==> config.mk <==
export PLATFORM = sky130hd
export DESIGN_NAME = double_ended_queue_top
export DESIGN_NICKNAME = d
export VERILOG_FILES = /design/src/rtl/core/deq_pkg.sv /design/src/rtl/core/deq_ctrl.sv /design/src/rtl/core/deq_datapath.sv /design/src/rtl/core/double_ended_queue_top.sv
export SDC_FILE = /design/constraint.sdc
export NUM_CORES = 1
export LEC_CHECK = 0
export BUFFER_PORTS_ARGS = -buffer_cell sky130_fd_sc_hd__buf_2
export CAP_MARGIN = 20
export CORE_ASPECT_RATIO = 0.5
export CORE_MARGIN = 2
export CORE_UTILIZATION = 30
export CTS_CLUSTER_SIZE = 8
export DETAILED_ROUTE_END_ITERATION = 10
export GPL_ROUTABILITY_DRIVEN = 0
export GPL_TIMING_DRIVEN = 0
export PLACE_DENSITY = 0.43
export SETUP_SLACK_MARGIN = 0.2
export SLEW_MARGIN = 20
export SYNTH_ARGS = -nofsm -noshare
export SYNTH_HDL_FRONTEND = slang
export SYNTH_HIERARCHICAL = 1
export SYNTH_SLANG_ARGS = --single-unit
==> constraint.sdc <==
create_clock -name i_clk -period 6.1 [get_ports i_clk]
set_input_delay 0.305 -clock i_clk [delete_from_list [all_inputs] [get_ports i_clk]]
set_output_delay 0.305 -clock i_clk [all_outputs]
set_load 0.02 [all_outputs]
==> src/rtl/core/deq_pkg.sv <==
// deq_pkg: shared constants, codes, command/status structs and ring index helpers
// for the double-ended queue; no dependencies
`timescale 1ns / 1ps

package deq_pkg;

    localparam int DEPTH    = 16;
    localparam int IDX_W    = (DEPTH > 1) ? $clog2(DEPTH) : 1;
    localparam int CNT_W    = $clog2(DEPTH + 1);
    localparam int MODE_W   = 3;
    localparam int VALUE_W  = 32;
    localparam int STATUS_W = 2;
    localparam int EMIT_W   = 3;

    localparam logic [MODE_W-1:0] MODE_PUSH_FRONT = MODE_W'(0);
    localparam logic [MODE_W-1:0] MODE_PUSH_BACK  = MODE_W'(1);
    localparam logic [MODE_W-1:0] MODE_POP_FRONT  = MODE_W'(2);
    localparam logic [MODE_W-1:0] MODE_POP_BACK   = MODE_W'(3);
    localparam logic [MODE_W-1:0] MODE_LIST       = MODE_W'(4);

    localparam logic [STATUS_W-1:0] STATUS_OK    = STATUS_W'(0);
    localparam logic [STATUS_W-1:0] STATUS_EMPTY = STATUS_W'(1);
    localparam logic [STATUS_W-1:0] STATUS_FULL  = STATUS_W'(2);

    localparam logic [EMIT_W-1:0] EMIT_NONE  = EMIT_W'(0);
    localparam logic [EMIT_W-1:0] EMIT_OK    = EMIT_W'(1);
    localparam logic [EMIT_W-1:0] EMIT_EMPTY = EMIT_W'(2);
    localparam logic [EMIT_W-1:0] EMIT_FULL  = EMIT_W'(3);
    localparam logic [EMIT_W-1:0] EMIT_DATA  = EMIT_W'(4);

    typedef struct packed {
        logic              load;
        logic              push_wr;
        logic              pop_rd;
        logic              list_rd;
        logic              list_first;
        logic [EMIT_W-1:0] emit;
        logic              last;
    } t_dp_cmd;

    typedef struct packed {
        logic is_push;
        logic is_pop;
        logic is_list;
        logic empty;
        logic full;
        logic list_done;
    } t_dp_status;

    function automatic logic [IDX_W-1:0] wrap_add(input logic [IDX_W-1:0] base,
                                                  input logic [CNT_W-1:0] offs);
        logic [CNT_W:0] sum;
        sum = (CNT_W + 1)'(base) + (CNT_W + 1)'(offs);
        if (sum >= (CNT_W + 1)'(DEPTH)) begin
            sum = sum - (CNT_W + 1)'(DEPTH);
        end
        return sum[IDX_W-1:0];
    endfunction

    function automatic logic [IDX_W-1:0] wrap_dec(input logic [IDX_W-1:0] base);
        logic [IDX_W-1:0] res;
        if (base == '0) begin
            res = IDX_W'(DEPTH - 1);
        end else begin
            res = base - 1'b1;
        end
        return res;
    endfunction

endpackage

==> src/rtl/core/deq_ctrl.sv <==
// deq_ctrl: controller state machine for the double-ended queue
// depends on deq_pkg (command and status structs, emit codes)
`timescale 1ns / 1ps

module deq_ctrl (
    input  logic               i_clk,
    input  logic               i_rst_n,
    input  logic               i_start,
    output logic               o_busy,
    input  deq_pkg::t_dp_status i_status,
    output deq_pkg::t_dp_cmd    o_cmd
);

    localparam logic [1:0] S_IDLE = 2'd0;
    localparam logic [1:0] S_EXEC = 2'd1;
    localparam logic [1:0] S_POP  = 2'd2;
    localparam logic [1:0] S_LIST = 2'd3;

    logic [1:0] r_state;
    logic [1:0] n_state;

    always_ff @(posedge i_clk) begin
        if (!i_rst_n) begin
            r_state <= S_IDLE;
        end else begin
            r_state <= n_state;
        end
    end

    assign o_busy = (r_state != S_IDLE);

    always_comb begin
        n_state          = r_state;
        o_cmd            = '0;
        o_cmd.emit       = deq_pkg::EMIT_NONE;
        unique case (r_state)
            S_IDLE: begin
                if (i_start) begin
                    o_cmd.load = 1'b1;
                    n_state    = S_EXEC;
                end
            end
            S_EXEC: begin
                n_state = S_IDLE;
                if (i_status.is_push) begin
                    o_cmd.last = 1'b1;
                    if (i_status.full) begin
                        o_cmd.emit = deq_pkg::EMIT_FULL;
                    end else begin
                        o_cmd.push_wr = 1'b1;
                        o_cmd.emit    = deq_pkg::EMIT_OK;
                    end
                end else if (i_status.is_pop || i_status.is_list) begin
                    if (i_status.empty) begin
                        o_cmd.emit = deq_pkg::EMIT_EMPTY;
                        o_cmd.last = 1'b1;
                    end else if (i_status.is_pop) begin
                        o_cmd.pop_rd = 1'b1;
                        n_state      = S_POP;
                    end else begin
                        o_cmd.list_rd    = 1'b1;
                        o_cmd.list_first = 1'b1;
                        n_state          = S_LIST;
                    end
                end
            end
            S_POP: begin
                o_cmd.emit = deq_pkg::EMIT_DATA;
                o_cmd.last = 1'b1;
                n_state    = S_IDLE;
            end
            S_LIST: begin
                o_cmd.emit = deq_pkg::EMIT_DATA;
                o_cmd.last = i_status.list_done;
                if (i_status.list_done) begin
                    n_state = S_IDLE;
                end else begin
                    o_cmd.list_rd = 1'b1;
                end
            end
            default: begin
                n_state = S_IDLE;
            end
        endcase
    end

endmodule

==> src/rtl/core/deq_datapath.sv <==
// deq_datapath: ring buffer memory, front pointer, occupancy, list cursor, result register
// depends on deq_pkg (sizes, codes, structs, ring index helpers)
`timescale 1ns / 1ps

module deq_datapath (
    input  logic                                i_clk,
    input  logic                                i_rst_n,
    input  logic [deq_pkg::MODE_W-1:0]          i_mode,
    input  logic signed [deq_pkg::VALUE_W-1:0]  i_value,
    input  deq_pkg::t_dp_cmd                    i_cmd,
    output deq_pkg::t_dp_status                 o_status_flags,
    output logic                                o_valid,
    output logic [deq_pkg::STATUS_W-1:0]        o_status,
    output logic signed [deq_pkg::VALUE_W-1:0]  o_value_res,
    output logic                                o_is_last
);

    logic [deq_pkg::VALUE_W-1:0] r_mem [deq_pkg::DEPTH];

    logic [deq_pkg::MODE_W-1:0]   r_mode;
    logic [deq_pkg::VALUE_W-1:0]  r_value;
    logic [deq_pkg::IDX_W-1:0]    r_front;
    logic [deq_pkg::IDX_W-1:0]    n_front;
    logic [deq_pkg::CNT_W-1:0]    r_count;
    logic [deq_pkg::CNT_W-1:0]    n_count;
    logic [deq_pkg::CNT_W-1:0]    r_list_idx;
    logic [deq_pkg::CNT_W-1:0]    n_list_idx;
    logic [deq_pkg::VALUE_W-1:0]  r_rd_data;
    logic [deq_pkg::IDX_W-1:0]    wr_addr;
    logic [deq_pkg::IDX_W-1:0]    rd_addr;
    logic                         at_front;

    logic                         r_valid;
    logic [deq_pkg::STATUS_W-1:0] r_status;
    logic [deq_pkg::VALUE_W-1:0]  r_res;
    logic                         r_last;

    assign at_front = (r_mode == deq_pkg::MODE_PUSH_FRONT) ||
                      (r_mode == deq_pkg::MODE_POP_FRONT);

    assign o_status_flags.is_push   = (r_mode == deq_pkg::MODE_PUSH_FRONT) ||
                                      (r_mode == deq_pkg::MODE_PUSH_BACK);
    assign o_status_flags.is_pop    = (r_mode == deq_pkg::MODE_POP_FRONT) ||
                                      (r_mode == deq_pkg::MODE_POP_BACK);
    assign o_status_flags.is_list   = (r_mode == deq_pkg::MODE_LIST);
    assign o_status_flags.empty     = (r_count == '0);
    assign o_status_flags.full      = (r_count == deq_pkg::CNT_W'(deq_pkg::DEPTH));
    assign o_status_flags.list_done = (r_list_idx == r_count);

    always_comb begin
        if (at_front) begin
            wr_addr = deq_pkg::wrap_dec(r_front);
        end else begin
            wr_addr = deq_pkg::wrap_add(r_front, r_count);
        end

        if (i_cmd.list_rd) begin
            rd_addr = deq_pkg::wrap_add(r_front, i_cmd.list_first ? '0 : r_list_idx);
        end else if (at_front) begin
            rd_addr = r_front;
        end else begin
            rd_addr = deq_pkg::wrap_add(r_front, r_count - 1'b1);
        end

        n_front    = r_front;
        n_count    = r_count;
        n_list_idx = r_list_idx;
        if (i_cmd.push_wr) begin
            n_count = r_count + 1'b1;
            if (at_front) begin
                n_front = wr_addr;
            end
        end
        if (i_cmd.pop_rd) begin
            n_count = r_count - 1'b1;
            if (at_front) begin
                n_front = deq_pkg::wrap_add(r_front, deq_pkg::CNT_W'(1));
            end
        end
        if (i_cmd.list_rd) begin
            n_list_idx = i_cmd.list_first ? deq_pkg::CNT_W'(1) : r_list_idx + 1'b1;
        end
    end

    // ring storage, one write or one read per cycle
    always_ff @(posedge i_clk) begin
        if (i_cmd.push_wr) begin
            r_mem[wr_addr] <= r_value;
        end
        if (i_cmd.pop_rd || i_cmd.list_rd) begin
            r_rd_data <= r_mem[rd_addr];
        end
    end

    always_ff @(posedge i_clk) begin
        if (i_cmd.load) begin
            r_mode  <= i_mode;
            r_value <= i_value;
        end
        r_last <= i_cmd.last;
        case (i_cmd.emit)
            deq_pkg::EMIT_EMPTY: begin
                r_status <= deq_pkg::STATUS_EMPTY;
                r_res    <= '0;
            end
            deq_pkg::EMIT_FULL: begin
                r_status <= deq_pkg::STATUS_FULL;
                r_res    <= '0;
            end
            deq_pkg::EMIT_DATA: begin
                r_status <= deq_pkg::STATUS_OK;
                r_res    <= r_rd_data;
            end
            default: begin
                r_status <= deq_pkg::STATUS_OK;
                r_res    <= '0;
            end
        endcase
    end

    always_ff @(posedge i_clk) begin
        if (!i_rst_n) begin
            r_front    <= '0;
            r_count    <= '0;
            r_list_idx <= '0;
            r_valid    <= 1'b0;
        end else begin
            r_front    <= n_front;
            r_count    <= n_count;
            r_list_idx <= n_list_idx;
            r_valid    <= (i_cmd.emit != deq_pkg::EMIT_NONE);
        end
    end

    assign o_valid     = r_valid;
    assign o_status    = r_status;
    assign o_value_res = r_res;
    assign o_is_last   = r_last;

endmodule

==> src/rtl/core/double_ended_queue_top.sv <==
// double_ended_queue_top: bounded double-ended queue of signed 32-bit values
// push and empty/full reports pass through the S_EXEC state, pops through S_EXEC (registered ring read) and S_POP
// busy stays high until the controller is back in S_IDLE, so a new transaction waits for the previous one to finish
// a listing streams one stored value per cycle, paced by the registered ring memory read
// reset (synchronous, active low) empties the queue; results cannot be stalled by the receiver
`timescale 1ns / 1ps

module double_ended_queue_top (
    input  logic                                i_clk,
    input  logic                                i_rst_n,
    input  logic                                start,
    output logic                                busy,
    input  logic [deq_pkg::MODE_W-1:0]          i_mode,
    input  logic signed [deq_pkg::VALUE_W-1:0]  i_value,
    output logic                                o_valid,
    output logic [deq_pkg::STATUS_W-1:0]        o_status,
    output logic signed [deq_pkg::VALUE_W-1:0]  o_value_res,
    output logic                                o_is_last
);

    deq_pkg::t_dp_cmd    cmd;
    deq_pkg::t_dp_status flags;

    deq_ctrl u_ctrl (
        .i_clk    (i_clk),
        .i_rst_n  (i_rst_n),
        .i_start  (start),
        .o_busy   (busy),
        .i_status (flags),
        .o_cmd    (cmd)
    );

    deq_datapath u_datapath (
        .i_clk          (i_clk),
        .i_rst_n        (i_rst_n),
        .i_mode         (i_mode),
        .i_value        (i_value),
        .i_cmd          (cmd),
        .o_status_flags (flags),
        .o_valid        (o_valid),
        .o_status       (o_status),
        .o_value_res    (o_value_res),
        .o_is_last      (o_is_last)
    );

    a_no_result_after_accept: assert property (@(posedge i_clk) disable iff (!i_rst_n)
        (start && !busy) |=> !o_valid)
        else $error("result right after an accepted transaction");

    a_list_contiguous: assert property (@(posedge i_clk) disable iff (!i_rst_n)
        (o_valid && !o_is_last) |=> o_valid)
        else $error("listing stream broken");

    a_idle_result_is_last: assert property (@(posedge i_clk) disable iff (!i_rst_n)
        (!busy && o_valid) |-> o_is_last)
        else $error("non-final result while idle");

    a_error_result_shape: assert property (@(posedge i_clk) disable iff (!i_rst_n)
        (o_valid && o_status != deq_pkg::STATUS_OK) |-> (o_is_last && o_value_res == '0))
        else $error("empty or full report malformed");

    a_one_mem_access: assert property (@(posedge i_clk) disable iff (!i_rst_n)
        $countones({cmd.push_wr, cmd.pop_rd, cmd.list_rd}) <= 1)
        else $error("more than one ring access in a cycle");

endmodule
==> out/metrics.cfg <==
[yosys]
synth_edf_count = 579
async_flop_share = 0
synth_largest_area_cell = edfxtp_1
synth_ff_type = edfxtp_1
synth_cell_types = 58
yosys_warnings = 6
seq_area_frac_synth = 0.750
synthTopCellsByArea = edfxtp_1 71%, nand2_1 8.1%, nand3_1 5.3%, dfxtp_1 4.2%, nand4_1 1.7%
synth_area_mm2 = 0.0246
synth_top_family_by_area = simple AND/OR/NAND/NOR gates
yosys-mux-area-fraction = 0.0147
synthCells = 1837
synth_xor_area_frac = 0.00850
yosys.area_share.simple = 0.178
synth_fa_ha_area_frac = 0.0101
syn_nets = 1893
syn_area_per_cell_um2 = 13.4
ys_ff_latch = 631
yosysTopAreaCellShare = 0.708
synth_compound_area_frac = 0.0164

[timing]
finalCritPeriodShare = 0.765
hold_violations = 0
setup-tns-final_ps = 0
period_needed_ps = 4670
relSlewSlack = 0.369
finalMaxSlewViolations = 0
finClkSkew_ps = 26.5
tightest_slew_ps = 945
fmax_mhz = 214
rsz0062_at_grt = no
setup_viol = 0

[clock_tree]
clock_latency_ps = 640
clockBufferDepth = 3
cts_buffers = 88
clk_pin_slew_worst_paths_ps = 50
post_cts_buffers = 0
cts_root_buffer = clkbuf_16
cts_tree = built
clock_sinks = 631
h-tree-depth = 3

[placed_design]
port_buffers = 74
dp_hpwl_um = 45300

[min_path]
holdPathStages = 2
hold_start = start
min_path_type = in2reg
min_to = u_datapath/r_value[29]$_DFFE_PP_

[power_and_ir_drop]
intPower_w = 0.00775
comb_power_share = 0.082
leakagePower_nw = 10.4
ir_worst_vdd_uv = 196
power_density_mw_per_mm2 = 343
power.total_w = 0.0102
p_sw_frac = 0.243
clkPwrFrac = 0.445
power_frac_seq = 0.473
p_switching_w = 0.00248

[status]
outcome = finished clean

[global_route]
grt_pass1_vias = 14500
antenna_found_initial = 1
grt_start_max_net_pins = 33
grt_overflow = 0
grt_pass1_wl_um = 103000
track_usage = 0.169

[floorplanning]
die_height_um = 206
rows = 74
core_area_mm2 = 0.0814
die_area_mm2 = 0.0843
initial_core_util = 0.302
die_w_um = 409
ios = 75

[worst_setup_path]
timing.rr.end = u_datapath/r_rd_data[12]$_DFFE_PP_
r2r-start = u_datapath/r_count[0]$_SDFFE_PN0P_
rrSetupSlack_ps = 1430
cp_max_fo = 10
cp.required_ps = 6520
start_kind = flop
crit_type = reg2reg
r2r_cells = 14
cp-end-kind = flop
cp.arrival_ps = 5090

[finish]
nNetsFinal = 2117
syn2layout_area_growth_pct = 21.6
fillers = 7824
layout-drive-gt1-share = 0.136
diodes = 0

[drt]
drc = 0
ant_nets = 0
wl_per_cell_um = 21.9
drt_iter0_drc = 1350
viasPerCell = 4.69
first_pass_iters = 5
wirelength_um = 70600
vias = 15100

[flow_run]
maxCapViolCount = 0

-- through the flow --
step | hold slack, ps | setup slack [ps] | cell area, um^2 | cells | util
3_5_place_dp | 425 | 1380 | 27000 | 3037 | 0.331
4_1_cts | 195 | 1340 | 29900 | 3228 | 0.367
5_1_grt | 200 | 1020 | 29900 | 3228 | 0.367
2_1_floorplan | 404 | 2620 | 24600 | 1837 | -
3_3_place_gp | 424 | 242 | 26300 | 3013 | 0.323
6_report | 216 | 1430 | 29900 | 3228 | 0.367
-- critical path, stage by stage (launching register included) --
cell and delay, ps:
dfxtp_1 420, inv_1 190, ha_1 190, nor4b_1 440, nor2_1 110, and4b_4 250
or2_2 310, buf_2 210, o31ai_4 460, buf_2 420, clkbuf_1 670, nand2_1 110
nand3_1 110, nand4_1 200, mux2i_1 340
-- cells in the final DEF (no fill, tap or decap), types with 4 or more instances in the layout --
cell           instances
buf_12                15
nor3_1                 4
xor2_1                 9
o31a_1                 4
ha_1                  15
a21oi_1               12
dlygate4sd3_1         36
nand4_1               68
nor2_4                16
nor2b_1                8
nand2_1              533
clkbuf_16             89
o21ai_0               10
nand3_1              260
buf_16                 8
edfxtp_1             579
clkbuf_1              98
buf_4                  5
inv_1                 10
xnor2_1               13
nor2_1                13
buf_6                  8
buf_2                122
mux2i_1               35
buf_1                  4
and2_1                37
dfxtp_1               52
a21o_1                 4
-- worst max-delay path by stage --
stage	slack, ps	end	from	cells after the start
2_1_floorplan	2620	u_datapath/r_mem[7][0]$_DFFE_PP_	u_datapath/r_front[1]$_SDFF_PN0_	6
3_3_place_gp	240	u_datapath/r_mem[15][16]$_DFFE_PP_	u_datapath/r_count[0]$_SDFFE_PN0P_	7
3_5_place_dp	1380	u_datapath/r_rd_data[12]$_DFFE_PP_	u_datapath/r_count[0]$_SDFFE_PN0P_	14
4_1_cts	1340	u_datapath/r_rd_data[12]$_DFFE_PP_	u_datapath/r_count[0]$_SDFFE_PN0P_	14
5_1_grt	1020	u_datapath/r_rd_data[12]$_DFFE_PP_	u_datapath/r_count[0]$_SDFFE_PN0P_	14
6_report	1430	u_datapath/r_rd_data[12]$_DFFE_PP_	u_datapath/r_count[0]$_SDFFE_PN0P_	14
-- repair_timing --
action / CTS / global route
hold endpoints to repair: 38 / 0
resized for setup: 0 / 0
hold buffers: 36 / 0
-- kinds of logic after synthesis --
family	count (synthesis)
AO/OA/AOI/OAI	53
XOR/XNOR	23
adder cells (fa/ha/maj)	18
buffers and inverters	111
flip-flops	631
multiplexers	36
AND/OR/NAND/NOR	965
-- power by group through the flow --
stage	clock network, W	logic [W]	registers, W
after floorplan	0	0.000478	0.00490
after global placement	0	0.000829	0.00493
after detailed placement	0	0.000840	0.00492
after CTS	0.00467	0.000860	0.00484
after global routing	0.00487	0.000921	0.00484
final	0.00455	0.000843	0.00484
-- metal layers --
layer / global-route usage / share of wire / routed length (um)
met2: 0.254 / 0.43 / 30600
met1: 0.249 / 0.50 / 35100
met3: 0.0357 / 0.053 / 3720
met5: 0 / 0 / 0
met4: 0.0381 / 0.017 / 1170
-- area by class of cell --
| cell class | instances | area [um^2] | share of cell area |
|---|---|---|---|
| Buffer | 101 | 514 | 0.0172 |
| Clock buffer | 150 | 2460 | 0.0822 |
| Clock inverter | 5 | 83.8 | 0.00281 |
| Inverter | 10 | 37.5 | 0.00126 |
| Multi-Input combinational cell | 1095 | 5720 | 0.191 |
| Sequential cell | 631 | 18400 | 0.617 |
| Tap cell | 1102 | 1380 | 0.0461 |
| Timing Repair Buffer | 134 | 1260 | 0.0421 |
-- cells in the mapped netlist, types with 3 or more instances --
cell,count
nor2_1,29
nand2_1,533
buf_6,8
dfxtp_1,52
a21oi_1,12
buf_2,48
fa_1,3
nand3_1,260
nor2b_1,8
buf_1,4
nand4_1,68
inv_1,10
xnor2_1,13
o21ai_0,10
nor3b_1,4
o21a_1,3
nand2b_1,3
ha_1,15
edfxtp_1,579
clkbuf_1,37
buf_4,4
xor2_1,9
a21o_1,4
mux2i_1,35
nor3_1,4
and2_1,38
o31ai_1,3
o31a_1,4
-- state kept, by name (all words and copies together), names as in the netlist --
name	cells
u_datapath/r_mem	512
u_datapath/r_mode	3
u_datapath/o_is_last	1
u_datapath/r_value	32
u_datapath/r_count	5
u_datapath/r_front	4
u_ctrl/r_state	2
u_datapath/r_rd_data	32
u_datapath/o_status	2
u_datapath/o_value_res	32
u_datapath/r_list_idx	5
u_datapath/o_valid	1
Power figures use the tool's default switching activity.
